### src/rtl/core/tks_pkg.sv
// Shared widths and types for the top-K score selector.
package tks_pkg;

  localparam int SCORE_W = 32;
  localparam int IDX_W   = 10;
  localparam int RANK_W  = 3;
  localparam int TOPC_W  = 4;

  typedef logic signed [SCORE_W-1:0] score_t;
  typedef logic        [IDX_W-1:0]   label_idx_t;

  typedef struct packed {
    logic insert;
    logic shift;
    logic occupied;
    logic first_free;
    logic in_range;
  } cell_ctl_t;

endpackage

### src/rtl/core/tks_if.sv
// Valid/ready stream interfaces for score beats and result beats.
interface tks_in_if;
  logic                  valid;
  logic                  ready;
  tks_pkg::score_t       score;
  logic                  end_of_vector;

  modport source (output valid, output score, output end_of_vector, input ready);
  modport sink   (input valid, input score, input end_of_vector, output ready);
endinterface

interface tks_out_if;
  logic                        valid;
  logic                        ready;
  tks_pkg::label_idx_t         label_index;
  logic [tks_pkg::RANK_W-1:0]  rank;
  logic                        last_of_run;
  logic                        overflowed;

  modport source (output valid, output label_index, output rank, output last_of_run,
                  output overflowed, input ready);
  modport sink   (input valid, input label_index, input rank, input last_of_run,
                  input overflowed, output ready);
endinterface

### src/rtl/core/tks_cell.sv
// One slot of the sorted list: inserts, shifts down on insertion, shifts up on drain.
module tks_cell (
  input  logic                clk,
  input  tks_pkg::cell_ctl_t  ctl,
  input  tks_pkg::score_t     new_score,
  input  tks_pkg::label_idx_t new_idx,
  input  logic                prev_beaten,
  input  tks_pkg::score_t     prev_score,
  input  tks_pkg::label_idx_t prev_idx,
  input  tks_pkg::score_t     next_score,
  input  tks_pkg::label_idx_t next_idx,
  output tks_pkg::score_t     score,
  output tks_pkg::label_idx_t idx,
  output logic                beaten
);

  tks_pkg::score_t     score_r;
  tks_pkg::label_idx_t idx_r;
  logic                take_prev;
  logic                take_new;

  assign beaten    = ctl.occupied && (score_r < new_score);
  assign take_prev = ctl.insert && ctl.in_range && prev_beaten;
  assign take_new  = ctl.insert && ctl.in_range && !prev_beaten && (beaten || ctl.first_free);

  always_ff @(posedge clk) begin
    if (ctl.shift) begin
      score_r <= next_score;
      idx_r   <= next_idx;
    end else if (take_prev) begin
      score_r <= prev_score;
      idx_r   <= prev_idx;
    end else if (take_new) begin
      score_r <= new_score;
      idx_r   <= new_idx;
    end
  end

  assign score = score_r;
  assign idx   = idx_r;

endmodule

### src/rtl/core/top_k_score_selector.sv
// Top level of the streaming top-K score selector.
// Scores enter one beat per cycle and are sorted on arrival into a chain of TOP_MAX cells,
// highest first, with the lower label index kept ahead on equal scores. The beat marked
// end_of_vector is inserted like the others; then the block shifts the chain up through its
// first cell into the output register, one reported index at a time, waiting while a held
// result beat is not taken, and takes no score beat until the last index is out. At most
// top_count indices are reported, capped at TOP_MAX, and one when top_count is zero.
// Scores past MAX_LABELS in one vector are dropped and set overflowed on all its result beats.
module top_k_score_selector #(
  parameter int TOP_MAX    = 8,
  parameter int MAX_LABELS = 1024
) (
  input  logic                        clk,
  input  logic                        rst_n,
  tks_in_if.sink                      in_ch,
  tks_out_if.source                   out_ch,
  input  logic                        cfg_we,
  input  logic [tks_pkg::TOPC_W-1:0]  cfg_wdata
);

  localparam int KW    = $clog2(TOP_MAX + 1);
  localparam int CNT_W = $clog2(MAX_LABELS + 1);

  localparam logic ST_ACCEPT = 1'b0;
  localparam logic ST_DRAIN  = 1'b1;

  logic                       state_r;
  logic [tks_pkg::TOPC_W-1:0] top_count_r;
  logic [KW-1:0]              filled_r;
  logic [CNT_W-1:0]           label_cnt_r;
  logic                       ovf_r;
  logic [KW-1:0]              emit_n_r;
  logic                       emit_ovf_r;
  logic [KW-1:0]              rank_r;

  logic                       out_valid_r;
  tks_pkg::label_idx_t        out_idx_r;
  logic [tks_pkg::RANK_W-1:0] out_rank_r;
  logic                       out_last_r;
  logic                       out_ovf_r;

  logic [KW-1:0]              k_eff;
  logic [KW-1:0]              n_cur;
  logic [KW-1:0]              fill_nxt;
  logic                       accept;
  logic                       cnt_ok;
  logic                       insert;
  logic                       load_out;
  logic                       drain_last;
  tks_pkg::label_idx_t        new_idx;

  tks_pkg::score_t            cell_score [TOP_MAX];
  tks_pkg::label_idx_t        cell_idx   [TOP_MAX];
  logic                       cell_beaten[TOP_MAX];

  always_comb begin
    if (top_count_r == '0) begin
      k_eff = KW'(1);
    end else if (int'(top_count_r) > TOP_MAX) begin
      k_eff = KW'(TOP_MAX);
    end else begin
      k_eff = KW'(top_count_r);
    end
  end

  assign n_cur      = (filled_r > k_eff) ? k_eff : filled_r;
  assign fill_nxt   = (n_cur < k_eff) ? n_cur + KW'(1) : k_eff;
  assign accept     = in_ch.valid && in_ch.ready;
  assign cnt_ok     = label_cnt_r < CNT_W'(MAX_LABELS);
  assign insert     = accept && cnt_ok;
  assign new_idx    = tks_pkg::IDX_W'(label_cnt_r);
  assign load_out   = (state_r == ST_DRAIN) && (!out_valid_r || out_ch.ready);
  assign drain_last = (rank_r + KW'(1)) == emit_n_r;

  assign in_ch.ready = (state_r == ST_ACCEPT);

  for (genvar i = 0; i < TOP_MAX; i++) begin : g_cell
    tks_pkg::cell_ctl_t ctl;
    logic               prev_b;
    tks_pkg::score_t    prev_s;
    tks_pkg::label_idx_t prev_i;
    tks_pkg::score_t    next_s;
    tks_pkg::label_idx_t next_i;

    assign ctl.insert     = insert;
    assign ctl.shift      = load_out;
    assign ctl.occupied   = KW'(i) < n_cur;
    assign ctl.first_free = KW'(i) == n_cur;
    assign ctl.in_range   = KW'(i) < k_eff;

    if (i == 0) begin : g_head
      assign prev_b = 1'b0;
      assign prev_s = cell_score[0];
      assign prev_i = cell_idx[0];
    end else begin : g_body
      assign prev_b = cell_beaten[i-1];
      assign prev_s = cell_score[i-1];
      assign prev_i = cell_idx[i-1];
    end

    if (i == TOP_MAX - 1) begin : g_tail
      assign next_s = cell_score[i];
      assign next_i = cell_idx[i];
    end else begin : g_inner
      assign next_s = cell_score[i+1];
      assign next_i = cell_idx[i+1];
    end

    tks_cell u_cell (
      .clk         (clk),
      .ctl         (ctl),
      .new_score   (in_ch.score),
      .new_idx     (new_idx),
      .prev_beaten (prev_b),
      .prev_score  (prev_s),
      .prev_idx    (prev_i),
      .next_score  (next_s),
      .next_idx    (next_i),
      .score       (cell_score[i]),
      .idx         (cell_idx[i]),
      .beaten      (cell_beaten[i])
    );
  end

  always_ff @(posedge clk) begin
    if (!rst_n) begin
      top_count_r <= tks_pkg::TOPC_W'(1);
    end else if (cfg_we) begin
      top_count_r <= cfg_wdata;
    end
  end

  always_ff @(posedge clk) begin
    if (!rst_n) begin
      state_r     <= ST_ACCEPT;
      filled_r    <= '0;
      label_cnt_r <= '0;
      ovf_r       <= 1'b0;
      emit_n_r    <= '0;
      emit_ovf_r  <= 1'b0;
      rank_r      <= '0;
    end else begin
      case (state_r)
        ST_ACCEPT: begin
          if (accept) begin
            if (in_ch.end_of_vector) begin
              filled_r    <= '0;
              label_cnt_r <= '0;
              ovf_r       <= 1'b0;
              emit_n_r    <= cnt_ok ? fill_nxt : n_cur;
              emit_ovf_r  <= ovf_r || !cnt_ok;
              rank_r      <= '0;
              state_r     <= ST_DRAIN;
            end else if (cnt_ok) begin
              filled_r    <= fill_nxt;
              label_cnt_r <= label_cnt_r + CNT_W'(1);
            end else begin
              ovf_r <= 1'b1;
            end
          end
        end
        ST_DRAIN: begin
          if (load_out) begin
            rank_r <= rank_r + KW'(1);
            if (drain_last) begin
              state_r <= ST_ACCEPT;
            end
          end
        end
        default: begin
          state_r <= ST_ACCEPT;
        end
      endcase
    end
  end

  always_ff @(posedge clk) begin
    if (!rst_n) begin
      out_valid_r <= 1'b0;
    end else if (load_out) begin
      out_valid_r <= 1'b1;
    end else if (out_ch.ready) begin
      out_valid_r <= 1'b0;
    end
  end

  always_ff @(posedge clk) begin
    if (load_out) begin
      out_idx_r  <= cell_idx[0];
      out_rank_r <= tks_pkg::RANK_W'(rank_r);
      out_last_r <= drain_last;
      out_ovf_r  <= emit_ovf_r;
    end
  end

  assign out_ch.valid       = out_valid_r;
  assign out_ch.label_index = out_idx_r;
  assign out_ch.rank        = out_rank_r;
  assign out_ch.last_of_run = out_last_r;
  assign out_ch.overflowed  = out_ovf_r;

  a_fill_bound: assert property (@(posedge clk) disable iff (!rst_n)
    filled_r <= KW'(TOP_MAX))
    else $error("Fill count exceeds the cell chain length.");

  a_label_bound: assert property (@(posedge clk) disable iff (!rst_n)
    label_cnt_r <= CNT_W'(MAX_LABELS))
    else $error("Label counter passed its saturation value.");

  a_drain_count: assert property (@(posedge clk) disable iff (!rst_n)
    (state_r == ST_DRAIN) |-> (emit_n_r != '0) && (rank_r < emit_n_r))
    else $error("Drain rank outside the reported count.");

  a_drain_exit: assert property (@(posedge clk) disable iff (!rst_n)
    (load_out && drain_last) |=> (state_r == ST_ACCEPT) && out_ch.valid && out_ch.last_of_run)
    else $error("Final result beat did not close the vector.");

  a_eov_enter: assert property (@(posedge clk) disable iff (!rst_n)
    (accept && in_ch.end_of_vector) |=> (state_r == ST_DRAIN) && (filled_r == '0))
    else $error("End of vector did not start the drain.");

endmodule
### src/flat_wrapper.sv
// flat-port wrapper written by rule: the top's interface ports become plain ports
module top_k_score_selector_flat 
#(
  parameter int TOP_MAX    = 8,
  parameter int MAX_LABELS = 1024
)
  (clk, rst_n, cfg_we, cfg_wdata, in_ch_valid, in_ch_score, in_ch_end_of_vector, in_ch_ready, out_ch_valid, out_ch_label_index, out_ch_rank, out_ch_last_of_run, out_ch_overflowed, out_ch_ready);
  tks_in_if in_ch_i ();
  tks_out_if out_ch_i ();
  input  logic clk;
  input  logic rst_n;
  input  logic cfg_we;
  input  logic [tks_pkg::TOPC_W-1:0] cfg_wdata;
  input wire logic [$bits(in_ch_i.valid)-1:0] in_ch_valid;
  input wire logic [$bits(in_ch_i.score)-1:0] in_ch_score;
  input wire logic [$bits(in_ch_i.end_of_vector)-1:0] in_ch_end_of_vector;
  output wire logic [$bits(in_ch_i.ready)-1:0] in_ch_ready;
  output wire logic [$bits(out_ch_i.valid)-1:0] out_ch_valid;
  output wire logic [$bits(out_ch_i.label_index)-1:0] out_ch_label_index;
  output wire logic [$bits(out_ch_i.rank)-1:0] out_ch_rank;
  output wire logic [$bits(out_ch_i.last_of_run)-1:0] out_ch_last_of_run;
  output wire logic [$bits(out_ch_i.overflowed)-1:0] out_ch_overflowed;
  input wire logic [$bits(out_ch_i.ready)-1:0] out_ch_ready;
  assign in_ch_i.valid = in_ch_valid;
  assign in_ch_i.score = in_ch_score;
  assign in_ch_i.end_of_vector = in_ch_end_of_vector;
  assign in_ch_ready = in_ch_i.ready;
  assign out_ch_valid = out_ch_i.valid;
  assign out_ch_label_index = out_ch_i.label_index;
  assign out_ch_rank = out_ch_i.rank;
  assign out_ch_last_of_run = out_ch_i.last_of_run;
  assign out_ch_overflowed = out_ch_i.overflowed;
  assign out_ch_i.ready = out_ch_ready;
  top_k_score_selector #(.TOP_MAX(TOP_MAX), .MAX_LABELS(MAX_LABELS)) u_core (.clk(clk), .rst_n(rst_n), .in_ch(in_ch_i), .out_ch(out_ch_i), .cfg_we(cfg_we), .cfg_wdata(cfg_wdata));
endmodule
### config.mk
export PLATFORM = sky130hd
export DESIGN_NAME = top_k_score_selector_flat
export DESIGN_NICKNAME = d
export VERILOG_FILES = /design/src/rtl/core/tks_pkg.sv /design/src/rtl/core/tks_if.sv /design/src/rtl/core/tks_cell.sv /design/src/rtl/core/top_k_score_selector.sv /design/src/flat_wrapper.sv
export SDC_FILE = /design/constraint.sdc
export NUM_CORES = 1
export LEC_CHECK = 0
export BUFFER_PORTS_ARGS = -buffer_cell sky130_fd_sc_hd__buf_2
export CAP_MARGIN = 20
export CORE_MARGIN = 4
export CORE_UTILIZATION = 45
export DETAILED_ROUTE_END_ITERATION = 12
export GPL_ROUTABILITY_DRIVEN = 0
export GPL_TIMING_DRIVEN = 0
export PLACE_DENSITY = 0.59
export SLEW_MARGIN = 20
export SYNTH_ARGS = -nofsm -noshare
export SYNTH_HDL_FRONTEND = slang
export SYNTH_SLANG_ARGS = --single-unit
### constraint.sdc
create_clock -name clk -period 20.1 [get_ports clk]
set_input_delay 1.005 -clock clk [delete_from_list [all_inputs] [get_ports clk]]
set_output_delay 1.005 -clock clk [all_outputs]
set_load 0.05 [all_outputs]
* Word-level counts from Yosys, hierarchy flattened
Index checks and enable logic that the tools add are counted.
** Cells by class
- Add/subtract/negate cells :: 3
- Order comparisons :: 28
- Equality and inequality tests :: 12
- Mux-type cells :: 66
- Bitwise logic cells :: 2
- Reduce and logical (&&, ||, !) cells :: 77
** Operators by type and width (count)
- $mux W32 :: 22
- $lt A32 B32 Y1 :: 8
- $mux W10 :: 22
- $logic_and A1 B1 Y1 :: 41
- $mux W4 :: 10
- $lt A3 B4 Y1 const A :: 8
- $mux W11 :: 2
- $reduce_bool A3 Y1 :: 6
- $eq A3 B4 Y1 const A :: 4
- $lt A1 B4 Y1 const A :: 4
- $lt A2 B4 Y1 const A :: 4
- $reduce_and A3 Y1 :: 4
- $add A11 B1 Y11 const B :: 1
- $lt A11 B11 Y1 const B :: 1
- $logic_or A1 B1 Y1 :: 10
- $logic_not A1 Y1 :: 9
- $add A4 B1 Y4 const B :: 2
- $eq A2 B4 Y1 const A :: 2
- $logic_not A4 Y1 :: 2
- $mux W1 :: 8
- $ne A2 B2 Y1 const B :: 4
- $pmux W4 S2 :: 1
- $reduce_bool A2 Y1 :: 4
- $eq A1 B4 Y1 const A :: 1
- other kinds (7) :: 8
** Storage, ports and cells
- Bits in registers :: 382
- Input port bits :: 42
- Word-level logic and storage cells :: 217

* Logic depth before layout (Yosys ltp)
Gate-level depths: netlist (run 1).
- Depth in word-level cells :: 13
- Depth in mapped cells :: 18

* Hierarchy
From an unflattened synthesis (run 1), not the netlist that was laid out.
** Unflattened totals
- Cell total of the unflattened synthesis :: 2671
- Area total of the unflattened synthesis :: 26027.5 µm²
** Modules (own cells, without submodules)
- tks_cell :: times used 8, cells each 301, area each 2945.3 µm²
- top_k_score_selector :: times used 1, cells each 263, area each 2464.9 µm²

* Least setup slack after synthesis (run 1)
Ideal clock, no wire load.
- Path type :: in2reg
- Start point :: in in_ch_score[9]
- End point :: reg u_core.g_cell[2].u_cell.idx_r[0] (enable)
- Library setup time :: 0.587 ns
- Data arrival time :: 7.631 ns
- Required time :: 19.513 ns
- Setup slack :: 11.882 ns
- Stages on the path :: 10
- Buffers on the path :: 0
- Path through :: inv_1 ha_1 a21oi_1 o21ai_0 a221o_1 o311ai_2 nand3_2 o21ba_2 a21oi_1 o311ai_0
** Between the ends
- Word-level cells in the longest chain between the ends :: 6
** Ends and longest elaborated chain
- from (decl) :: RTL line flat_wrapper.sv:15 : input wire logic [$bits(in_ch_i.score)-1:0] in_ch_score;
- $lt A32 B32 Y1 :: RTL line tks_cell.sv:22 : assign beaten = ctl.occupied && (score_r < new_score);
- $logic_and A1 B1 Y1 :: RTL line tks_cell.sv:22
- $logic_not A1 Y1 :: RTL line tks_cell.sv:24 : assign take_new = ctl.insert && ctl.in_range && !prev_beaten && (beaten || ctl.first_free);
- $logic_and A1 B1 Y1 (2 in a row) :: RTL line tks_cell.sv:24
- $reduce_bool A3 Y1 (no source line) (*)
- to (signal assigned) :: RTL line tks_cell.sv:29 : idx_r <= next_idx;
- to (signal assigned) :: RTL line tks_cell.sv:32 : idx_r <= prev_idx;
- to (signal assigned) :: RTL line tks_cell.sv:35 : idx_r <= new_idx;
- to (decl) :: RTL line tks_cell.sv:18 : tks_pkg::label_idx_t idx_r;
Every way passes the cells marked *; elsewhere a longest branch is shown, timed or not.
A chain may end at the register's enable or synchronous reset.

* Worst setup path in the final report (run 1)
- Start point :: in in_ch_score[31]
- End point :: reg u_core.g_cell[4].u_cell.score_r[16] (enable)
** Between the ends
- Word-level cells in the longest chain between the ends :: 6
** Ends and longest elaborated chain
- $lt A32 B32 Y1 :: RTL line tks_cell.sv:22
- $logic_and A1 B1 Y1 :: RTL line tks_cell.sv:22
- $logic_not A1 Y1 :: RTL line tks_cell.sv:24
- $logic_and A1 B1 Y1 (2 in a row) :: RTL line tks_cell.sv:24
- $reduce_bool A3 Y1 (no source line) (*)
- to (signal assigned) :: RTL line tks_cell.sv:28 : score_r <= next_score;
- to (signal assigned) :: RTL line tks_cell.sv:31 : score_r <= prev_score;
- to (signal assigned) :: RTL line tks_cell.sv:34 : score_r <= new_score;
- to (decl) :: RTL line tks_cell.sv:17 : tks_pkg::score_t score_r;
Marked as above.

==> flow_summary.ini, run 1 <==
[outcome]
status = finished clean

[power]
p_switching_mw = 0.712
comb_power_share = 0.198
ir_worst_vdd_mv = 0.0570
swShare = 0.309
p_leak_nw = 10.7
power_frac_clock = 0.363
p_int_mw = 1.59
power_density_mw_per_mm2 = 83.8
sequentialPowerShare = 0.438

[critical_path]
cpLargestDelayFamily = compound AO/OA/AOI/OAI gates
crit_arrival_ns = 5.92
worstPathMaxFanout = 42
critPathLaunchType = input port
reg2reg_from = u_core.g_cell[3].u_cell.score[31]
slowest_stage = a21oi_1
required_ns = 20.32
reg2regPathDepth = 10
regToRegSetupSlack_ns = 14.85
worstSetupPathType = input port to register
worst-path-buf-inv = 3
rr_endpoint = u_core.g_cell[4].u_cell.score[16]
worstPathCellList = buf_2, inv_1, ha_1, and4_1, a21oi_1, o21ai_0, a2111oi_0, o21ai_0, a21oi_1, or2_1, buf_4, a211o_4
cp-end-kind = register
crit_cells = 12
max_stage_delay_ns = 0.91

[worst_hold_path]
hold_class = register to register
hold_path_end = u_core.out_ch.overflowed
holdPathStages = 0
hold_path_startpoint = u_core.emit_ovf_r

[clock_tree]
cts_setup_buffers = 0
ctsResizeCount = 0
cts_tree = done
cts_hold_buf = 0
clk_latency_ns = 0.62
clk_pin_slew_ns = 0.06
cts_max_path_buffers = 3
htree_levels = 2
cts_buffers = 44
cts_sinks = 382
cts_root_buf = clkbuf_16

[sta]
setup-violations-final = 0
drv_slew = 0
hold_viol_final = 0
rsz0062_at_grt = false
fmax_mhz = 175
worst_pin_slew_ns = 1.11
finalCriticalPeriod_ns = 5.70
slew_headroom = 0.242
setup_tns_ns = 0
finalClockSkew_ns = 0.0347
fin_crit_sh = 0.284

[grt]
antenna_found_initial = 0
grt_pass1_vias = 20100
grt.overflow.total = 0
grt_max_degree = 43
grt.total_usage = 0.290
grt_pass1_wl_um = 127000

[floorplan]
die_y_um = 241
initial_core_util = 0.459
chipWidth_um = 241
core-area_mm2 = 0.0531
rows = 84
pin_count = 59
die-area_mm2 = 0.0579

[logic_synthesis]
ys_types = 74
yosys-top-cells-area = edfxtp_1 (43%), ha_1 (13%), nand2_1 (5.7%)
postSynthAreaPerCell_um2 = 10.4
async_flop_share = 0
synth-seq-cells = 382
synth_edf_count = 351
ys_top_cells_by_count = nand2_1 (369), edfxtp_1 (351), ha_1 (258), nor2_1 (215), a21oi_1 (134)
netlist_area_mm2 = 0.0243
ys.flop_type = edfxtp_1
synth_top_area_frac = 0.433
synth.most_common_cell = nand2_1
yosysSeqAreaShare = 0.459
ys_warn_count = 0
synth.largest_area_cell = edfxtp_1
syn_nets = 2638
synthCells = 2338

[detailed_routing]
drt-total-wl_um = 84900
vias_per_cell = 6.38
wl_per_cell_um = 26.7
firstDrtPassIters = 6
drtIter0Drc = 2373
vias = 20300
ant_nets = 0
drc = 0

[place]
dpl.hpwl_um = 61600
place_area_mm2 = 0.0260
port_buffers = 57

[cells_and_area]
diodes = 0
fillerInstances = 4783
area_growth_pct = 12.8
final_nets = 2764
layout-drive-gt1-share = 0.112
multi_input_area_mm2 = 0.0124
regArea_mm2 = 0.0112
final_area_mm2 = 0.0274

[flow_run]
max-cap-violations = 0
-- layer usage --
layer / track usage / part of all wire
met5: 0 / 0
met4: 0.0943 / 0.034
met3: 0.0592 / 0.095
met2: 0.448 / 0.45
met1: 0.412 / 0.43
-- per-stage QoR --
step	instances	utilization	hold WS (ns)	power, mW	worst slack [ns]
floorplan	2338	-	0.409	1.28	11.88
global placement	3083	0.480	0.436	1.45	4.25
detailed placement	3106	0.489	0.426	1.47	13.90
CTS	3186	0.517	0.435	2.30	14.51
global route	3186	0.517	0.442	2.39	14.26
finish	3186	0.517	0.442	2.30	14.40
-- layout by cell type (no fill, tap or decap), drive strengths merged, types with 11 or more instances in the layout --
| cell type | instances |
|---|---|
| nand2 | 369 |
| edfxtp | 351 |
| ha | 258 |
| nor2 | 215 |
| o21ai | 144 |
| a21oi | 136 |
| clkbuf | 136 |
| buf | 131 |
| a221o | 123 |
| mux2i | 93 |
| nor3 | 57 |
| o211ai | 54 |
| inv | 54 |
| a21o | 46 |
| mux2 | 42 |
| nand4 | 38 |
| dfxtp | 31 |
| clkinv | 22 |
| nor2b | 18 |
| a211oi | 17 |
| nand3 | 17 |
| and2 | 12 |
| and4 | 11 |
| xor2 | 11 |
-- worst max path at each step --
| stage | startpoint | to | slack, ns |
|---|---|---|---|
| 2_1_floorplan | in_ch_score[9] | u_core.g_cell[2].u_cell.idx[0] | 11.88 |
| 3_3_place_gp | in_ch_score[31] | u_core.g_cell[2].u_cell.score[8] | 4.25 |
| 3_5_place_dp | in_ch_score[31] | u_core.g_cell[2].u_cell.score[8] | 13.90 |
| 4_1_cts | in_ch_score[31] | u_core.g_cell[2].u_cell.score[6] | 14.51 |
| 5_1_grt | in_ch_score[31] | u_core.g_cell[4].u_cell.score[17] | 14.26 |
| 6_report | in_ch_score[31] | u_core.g_cell[4].u_cell.score[16] | 14.40 |
-- power groups by stage --
stage	Clock (mW)	Sequential (mW)	Combinational, mW
global route	0.874	1.01	0.497
floorplan	0	1.02	0.269
global placement	0	1.04	0.409
finish	0.835	1.01	0.457
detailed placement	0	1.02	0.448
CTS	0.840	1.01	0.451
-- cells by family (layout without fill, tap and decap cells) --
group                      Yosys count  in the layout  synth area share
AOI/OAI and AO/OA                  590            590             0.170
xor gates and xnor gates            15             15           0.00540
adders and majority gates          258            258             0.133
buffers and inverters              187            347            0.0364
DFF                                382            382             0.459
muxes                              135            135            0.0590
and+or+nand+nor                    771            771             0.138
-- state kept, by name, indices dropped and copies added (netlist names), 4 cells and up --
| signal | count |
|---|---|
| u_core.emit_n_r | 4 |
| u_core.filled_r | 4 |
| u_core.g_cell.u_cell.idx | 80 |
| u_core.g_cell.u_cell.score | 256 |
| u_core.label_cnt_r | 11 |
| u_core.out_ch.label_index | 10 |
| u_core.rank_r | 4 |
| u_core.top_count_r | 4 |
-- final cells by class --
type,instances,share of cell area
well taps,688,0.0314
flip-flops and latches,382,0.407
plain buffers,132,0.0248
multi-input cells,1769,0.451
clock buffers,55,0.0431
repair buffers,80,0.0252
inverters,55,0.00752
clock inverters,25,0.0103
No activity file was read; power rests on OpenSTA's default activity.
==> run 2, diff against run 1 <==
==> constraint.sdc (replaced) <==
create_clock -name clk -period 5.6 [get_ports clk]
set_input_delay 0.28 -clock clk [delete_from_list [all_inputs] [get_ports clk]]
set_output_delay 0.28 -clock clk [all_outputs]
set_load 0.05 [all_outputs]
==> run 2 against run 1 <==
  * Utilization up 0.20 points
  * Largest power group unchanged
  * Critical endpoint is now u_core.g_cell[4].u_cell.score[15]
  * Die area unchanged
  * Largest cell class unchanged
  * Clock skew fell by 0.012 ns
  * Via count up 0.83%
  * Routed wire length rose by 0.38%
  * Global-route usage up 0.17 points
  * Register-to-register slack lost 14 ns
  * Clock power rose to 3.7 times the previous value
  * Combinational power grew to 3.6 times the previous value
  * Critical path type is now register to register
  * Final cell count is 0.25% higher
  * Setup slack worse by 14 ns
  * Clock-buffer cell count increased by 1
==> flow_summary.ini, run 2 (same netlist as run 1, synthesis figures left out) <==
[critical_path]
worstPathCellList = ha_1, and4_1, a21oi_1, o21ai_0, a2111oi_0, o21ai_0, a21oi_1, or2_1, buf_4, a211o_4
max_stage_delay_ns = 0.91
cp-end-kind = register
rr_endpoint = u_core.g_cell[4].u_cell.score[15]
critPathLaunchType = register
crit_arrival_ns = 5.38
cp-startpoint = u_core.g_cell[3].u_cell.score[31]
crit_path_end = u_core.g_cell[4].u_cell.score[15]
slowest_stage = a21oi_1
required_ns = 5.83
cpLargestDelayFamily = compound AO/OA/AOI/OAI gates
reg2reg_from = u_core.g_cell[3].u_cell.score[31]
crit_cells = 10
worstPathMaxFanout = 42
worst-path-buf-inv = 1
worstSetupPathType = register to register
reg2regPathDepth = 10
regToRegSetupSlack_ns = 0.45

[sta]
finalClockSkew_ns = 0.0231
fmax_mhz = 194
slew_headroom = 0.256
drv_slew = 0
layout_setup_ws_ns = 0.450
fin_crit_sh = 0.920
hold_viol_final = 0
worst_pin_slew_ns = 1.10
setup-violations-final = 0
rsz0062_at_grt = false
finalCriticalPeriod_ns = 5.15

[detailed_routing]
wl_per_cell_um = 26.7
drc = 0
ant_nets = 0
vias = 20500
vias_per_cell = 6.42
drt-total-wl_um = 85200
drtIter0Drc = 2277
firstDrtPassIters = 6

[power]
ir_worst_vdd_mv = 0.203
power_density_mw_per_mm2 = 302
p_leak_nw = 10.8

[cells_and_area]
layout_commonest_cell = nand2_1
final_area_mm2 = 0.0276
fillerInstances = 4760
final_nets = 2769
layout-drive-gt1-share = 0.111
area_growth_pct = 13.2
diodes = 0
largest_reg_flops = 256
layout_common_cells = nand2_1 (369), edfxtp_1 (351), ha_1 (258), nor2_1 (215), a21oi_1 (133)

[floorplan]
rows = 84
pin_count = 59
die-area_mm2 = 0.0579
die_y_um = 241
chipWidth_um = 241
core-area_mm2 = 0.0531
initial_core_util = 0.459

[clock_tree]
htree_levels = 2
cts_tree = done
cts_max_path_buffers = 3
cts_sinks = 382
cts_setup_buffers = 0
clk_pin_slew_ns = 0.06
cts_root_buf = clkbuf_16
clk_latency_ns = 0.62
cts_buffers = 46

[grt]
grt_max_degree = 43
grt.total_usage = 0.291
grt.overflow.total = 0
antenna_found_initial = 1
grt_pass1_vias = 20300
grt_pass1_wl_um = 127000

[outcome]
status = finished clean

[place]
dpl.hpwl_um = 61600
dpl_worst_slack_ns = 0.215
place_area_mm2 = 0.0260
port_buffers = 57

[flow_run]
max-cap-violations = 0

[worst_hold_path]
hold_class = input port to register
holdPathStages = 3
## run 2: cell count changes in the layout (fill, tap and decap cells not counted), sizes merged
cell	change
dlygate4sd3	+5
buf	-2
inv	+2
bufinv	+1
clkbuf	+1
clkinvlp	+1
## run 2: per-stage QoR
stage	instances	hold WS (ns)	TNS, ns	total power, mW	util
after floorplan	2338	0.409	0	4.60	-
after global placement	3083	0.441	-621.98	5.18	0.480
after detailed placement	3104	0.434	0	5.28	0.490
after CTS	3194	0.00970	0	8.34	0.519
after global routing	3194	0.0499	0	8.66	0.519
final	3194	0.0342	0	8.33	0.519
## run 2: worst min-delay path by stage
| stage | from | endpoint | slack [ns] |
|---|---|---|---|
| 4_1_cts | out_ch_ready | u_core.out_ch.valid | 0.01 |
| 6_report | out_ch_ready | u_core.out_ch.valid | 0.03 |
| 3_3_place_gp | u_core.emit_ovf_r | u_core.out_ch.overflowed | 0.44 |
| 2_1_floorplan | cfg_wdata[0] | u_core.top_count_r[0] | 0.41 |
| 3_5_place_dp | u_core.emit_ovf_r | u_core.out_ch.overflowed | 0.43 |
| 5_1_grt | out_ch_ready | u_core.out_ch.valid | 0.05 |
## run 2: what timing repair did
| action | 4_1_cts | 5_1_grt |
|---|---|---|
| endpoints found under the hold margin | 6 | 0 |
| gates resized for setup | 0 | 0 |
| hold buffers | 5 | 0 |
## run 2: area by class of cell
| type | instances | area (um2) | area share |
|---|---|---|---|
| multi-input cells | 1769 | 12400 | 0.450 |
| flip-flops and latches | 382 | 11200 | 0.405 |
| clock buffers | 56 | 1190 | 0.0431 |
| well taps | 688 | 861 | 0.0312 |
| repair buffers | 83 | 756 | 0.0274 |
| plain buffers | 132 | 682 | 0.0247 |
| clock inverters | 29 | 305 | 0.0111 |
| inverters | 55 | 206 | 0.00749 |
## run 2: where the power goes
| part | internal [mW] | switching [mW] |
|---|---|---|
| Sequential | 3.44 | 0.185 |
| Clock | 1.76 | 1.31 |
| Combinational | 0.567 | 1.08 |
## run 2: layer usage
| layer | up-vias | part of all wire | global-route usage |
|---|---|---|---|
| met2 | 1084 | 0.44 | 0.450 |
| met3 | 176 | 0.11 | 0.0819 |
| met5 | - | 0.00012 | 0 |
| met1 | 10100 | 0.41 | 0.395 |
| li1 | 9155 | - | - |
| met4 | 2 | 0.041 | 0.109 |
## run 2: worst reg2reg max path, stage by stage, from the launching register on
cell	delay (ns)
edfxtp_1	0.45
ha_1	0.43
and4_1	0.25
a21oi_1	0.15
o21ai_0	0.40
a2111oi_0	0.68
o21ai_0	0.48
a21oi_1	0.91
or2_1	0.20
buf_4	0.18
a211o_4	0.62
==> run 3, diff against run 2 <==
--- a/config.mk
+++ b/config.mk
@@ -5,6 +5,7 @@
 export SDC_FILE = /design/constraint.sdc
 export NUM_CORES = 1
 export LEC_CHECK = 0
+export ABC_AREA = 1
 export BUFFER_PORTS_ARGS = -buffer_cell sky130_fd_sc_hd__buf_2
 export CAP_MARGIN = 20
 export CORE_MARGIN = 4
==> run 3 against run 2 <==
  * Final area increased by 7.2%
  * Routed wire length rose by 2.5%
  * Sequential share of layout area is 2.7 points lower
  * Clock power fell by 2%
  * Synthesized cell count up 44%
  * Worst hold slack got worse by 0.014 ns
  * Combinational power increased by 140%
  * First-iteration DRC count decreased by 1.4%
  * Sequential power is 21% higher
==> flow_summary.ini, run 3 <==
[cells_and_area]
area_growth_pct = 11.6
layout_common_cells = nand2_1 (1112), inv_1 (377), edfxtp_1 (351), nand3_1 (346), ha_1 (258)
largest_reg_flops = 256
layout_commonest_cell = nand2_1
layout-drive-gt1-share = 0.0621
final_nets = 3799
final_area_mm2 = 0.0295

[power]
power_frac_clock = 0.265
sequentialPowerShare = 0.385
power_density_mw_per_mm2 = 385
comb_power_share = 0.350
p_int_mw = 6.79
ir_worst_vdd_mv = 0.237
swShare = 0.402
p_leak_nw = 14.0
p_switching_mw = 4.57

[critical_path]
crit_path_end = u_core.g_cell[5].u_cell.idx[8]
cp-end-kind = register
worstSetupPathType = input port to register
crit_cells = 16
reg2regPathDepth = 13
rr_endpoint = u_core.g_cell[3].u_cell.score[14]
reg2reg_from = u_core.g_cell[2].u_cell.score[1]
worst-path-buf-inv = 5
cpMostUsedCell = nand2_1
critPathLaunchType = input port
slowest_stage = nand4_1
max_stage_delay_ns = 0.83
required_ns = 5.95
cpLargestDelayFamily = simple AND/OR/NAND/NOR gates
cp-startpoint = in_ch_score[5]
worstPathMaxFanout = 23
worstPathCellList = dlygate4sd3_1, buf_2, clkinv_1, ha_1, a21oi_1, nor2_1, nor3_1, nand2_1, nand2_1, nand2_1, nand2_1, nand3_1, nand4_1, buf_2, nand3_4, buf_12
crit_arrival_ns = 5.33
regToRegSetupSlack_ns = 1.30

[sta]
setup-violations-final = 0
fin_crit_sh = 0.891
finalClockSkew_ns = 0.0308
layout_setup_ws_ns = 0.613
slew_headroom = 0.225
worst_pin_slew_ns = 1.16
drv_slew = 0
hold_viol_final = 0
rsz0062_at_grt = false
finalCriticalPeriod_ns = 4.99
fmax_mhz = 201
setup_tns_ns = 0

[worst_hold_path]
holdPathStages = 3
hold_class = input port to register

[logic_synthesis]
ys.flop_type = edfxtp_1
synth_edf_count = 351
synth_top_area_frac = 0.398
postSynthAreaPerCell_um2 = 7.85
synthCells = 3371
yosysSeqAreaShare = 0.422
ys_top_cells_by_count = nand2_1 (1116), inv_1 (377), edfxtp_1 (351), nand3_1 (349), ha_1 (258)
netlist_area_mm2 = 0.0265
syn_nets = 3671
ys_warn_count = 0
yosys-top-cells-area = edfxtp_1 (40%), nand2_1 (16%), ha_1 (12%)
ys_types = 45
async_flop_share = 0
synth-seq-cells = 382
synth.most_common_cell = nand2_1
synth.largest_area_cell = edfxtp_1

[clock_tree]
cts_sinks = 382
htree_levels = 2
cts_root_buf = clkbuf_16
cts_setup_buffers = 0
cts_max_path_buffers = 3
clk_pin_slew_ns = 0.06
clk_latency_ns = 0.61
ctsResizeCount = 0
cts_tree = done
cts_buffers = 47

[detailed_routing]
firstDrtPassIters = 7
drc = 0
drtIter0Drc = 2246
ant_nets = 0
wl_per_cell_um = 20.4
drt-total-wl_um = 87400
vias_per_cell = 5.60
vias = 24100

[floorplan]
core-area_mm2 = 0.0579
rows = 88
chipWidth_um = 250
die-area_mm2 = 0.0627
pin_count = 59
die_y_um = 250
initial_core_util = 0.457

[grt]
antenna_found_initial = 2
grt_pass1_wl_um = 134000
grt_max_degree = 43
grt.overflow.total = 0
grt_pass1_vias = 23600
grt.total_usage = 0.270

[place]
place_area_mm2 = 0.0279
dpl.hpwl_um = 65200
port_buffers = 57
dpl_worst_slack_ns = 0.683

[flow_run]
max-cap-violations = 0

[outcome]
status = finished clean
run 3: changes by cell type after synthesis, sizes merged, moves of 42 or more:
cell	change
nand3	+337
nand4	+189
a21o	-46
mux2i	-93
inv	+331
nor3	-44
o211ai	-47
nand2	+752
a221o	-123
nor2	-140
mux2	-42
run 3: worst min path at each step:
| stage | from | end | slack, ns |
|---|---|---|---|
| after floorplan | cfg_we | u_core.top_count_r[0] | 0.38 |
| after global placement | u_core.ovf_r | u_core.ovf_r | 0.45 |
| after detailed placement | u_core.emit_ovf_r | u_core.out_ch.overflowed | 0.43 |
| after CTS | cfg_wdata[1] | u_core.top_count_r[1] | 0.001 |
| after global routing | cfg_wdata[1] | u_core.top_count_r[1] | 0.02 |
| final | in_ch_score[4] | u_core.g_cell[7].u_cell.score[4] | 0.02 |
run 3: area by class of cell:
cell class,count,area [um2]
Tap cell,765,957
Timing Repair Buffer,79,561
Clock buffer,60,1320
Multi-Input combinational cell,2399,13100
Buffer,168,719
Fill cell,5688,28400
Inverter,422,1580
Antenna cell,1,2.50
Sequential cell,382,11200
Clock inverter,19,139
run 3: kinds of logic after synthesis:
| group | after synthesis | synth area share |
|---|---|---|
| AO/OA/AOI/OAI | 328 | 0.0667 |
| XOR/XNOR | 5 | 0.00166 |
| adder cells (fa/ha/maj) | 258 | 0.122 |
| buffers and inverters | 590 | 0.0870 |
| flip-flops | 382 | 0.422 |
| AND/OR/NAND/NOR | 1808 | 0.301 |
run 3: worst reg2reg max path, delay by kind of cell, from the launching register on:
family	cells	cell delay (ns)
AOI/OAI and AO/OA	2	0.34
adders and majority gates	1	0.29
buffers and inverters	1	0.31
DFF	1	0.45
and+or+nand+nor	9	2.37
run 3: per-layer routing:
metal | up-vias | global-route usage | part of all wire
met5 | - | 0 | 0
met4 | 0 | 0.0870 | 0.032
met3 | 154 | 0.0437 | 0.071
met2 | 902 | 0.449 | 0.46
met1 | 11300 | 0.362 | 0.43
li1 | 11700 | - | -
run 3: repair_timing:
action	in CTS	in global routing
endpoints found under the hold margin	17	0
hold buffers	18	0
endpoints found under the setup margin	0	0
run 3: power groups by stage:
stage	registers [mW]	clock network (mW)	logic [mW]
finish	4.37	3.01	3.98
global route	4.43	3.15	4.41
CTS	4.36	3.02	3.91
detailed placement	4.41	0	3.89
global placement	4.44	0	3.71
floorplan	4.32	0	2.55
run 3: metrics by stage:
step / utilization / hold slack (ns) / instances / total power [mW]
5_1_grt: 0.510 / 0.0224 / 4294 / 12.0
4_1_cts: 0.510 / 0.00146 / 4294 / 11.3
6_report: 0.510 / 0.0206 / 4295 / 11.4
3_5_place_dp: 0.481 / 0.432 / 4197 / 8.30
3_3_place_gp: 0.478 / 0.447 / 4193 / 8.15
2_1_floorplan: - / 0.380 / 3371 / 6.86
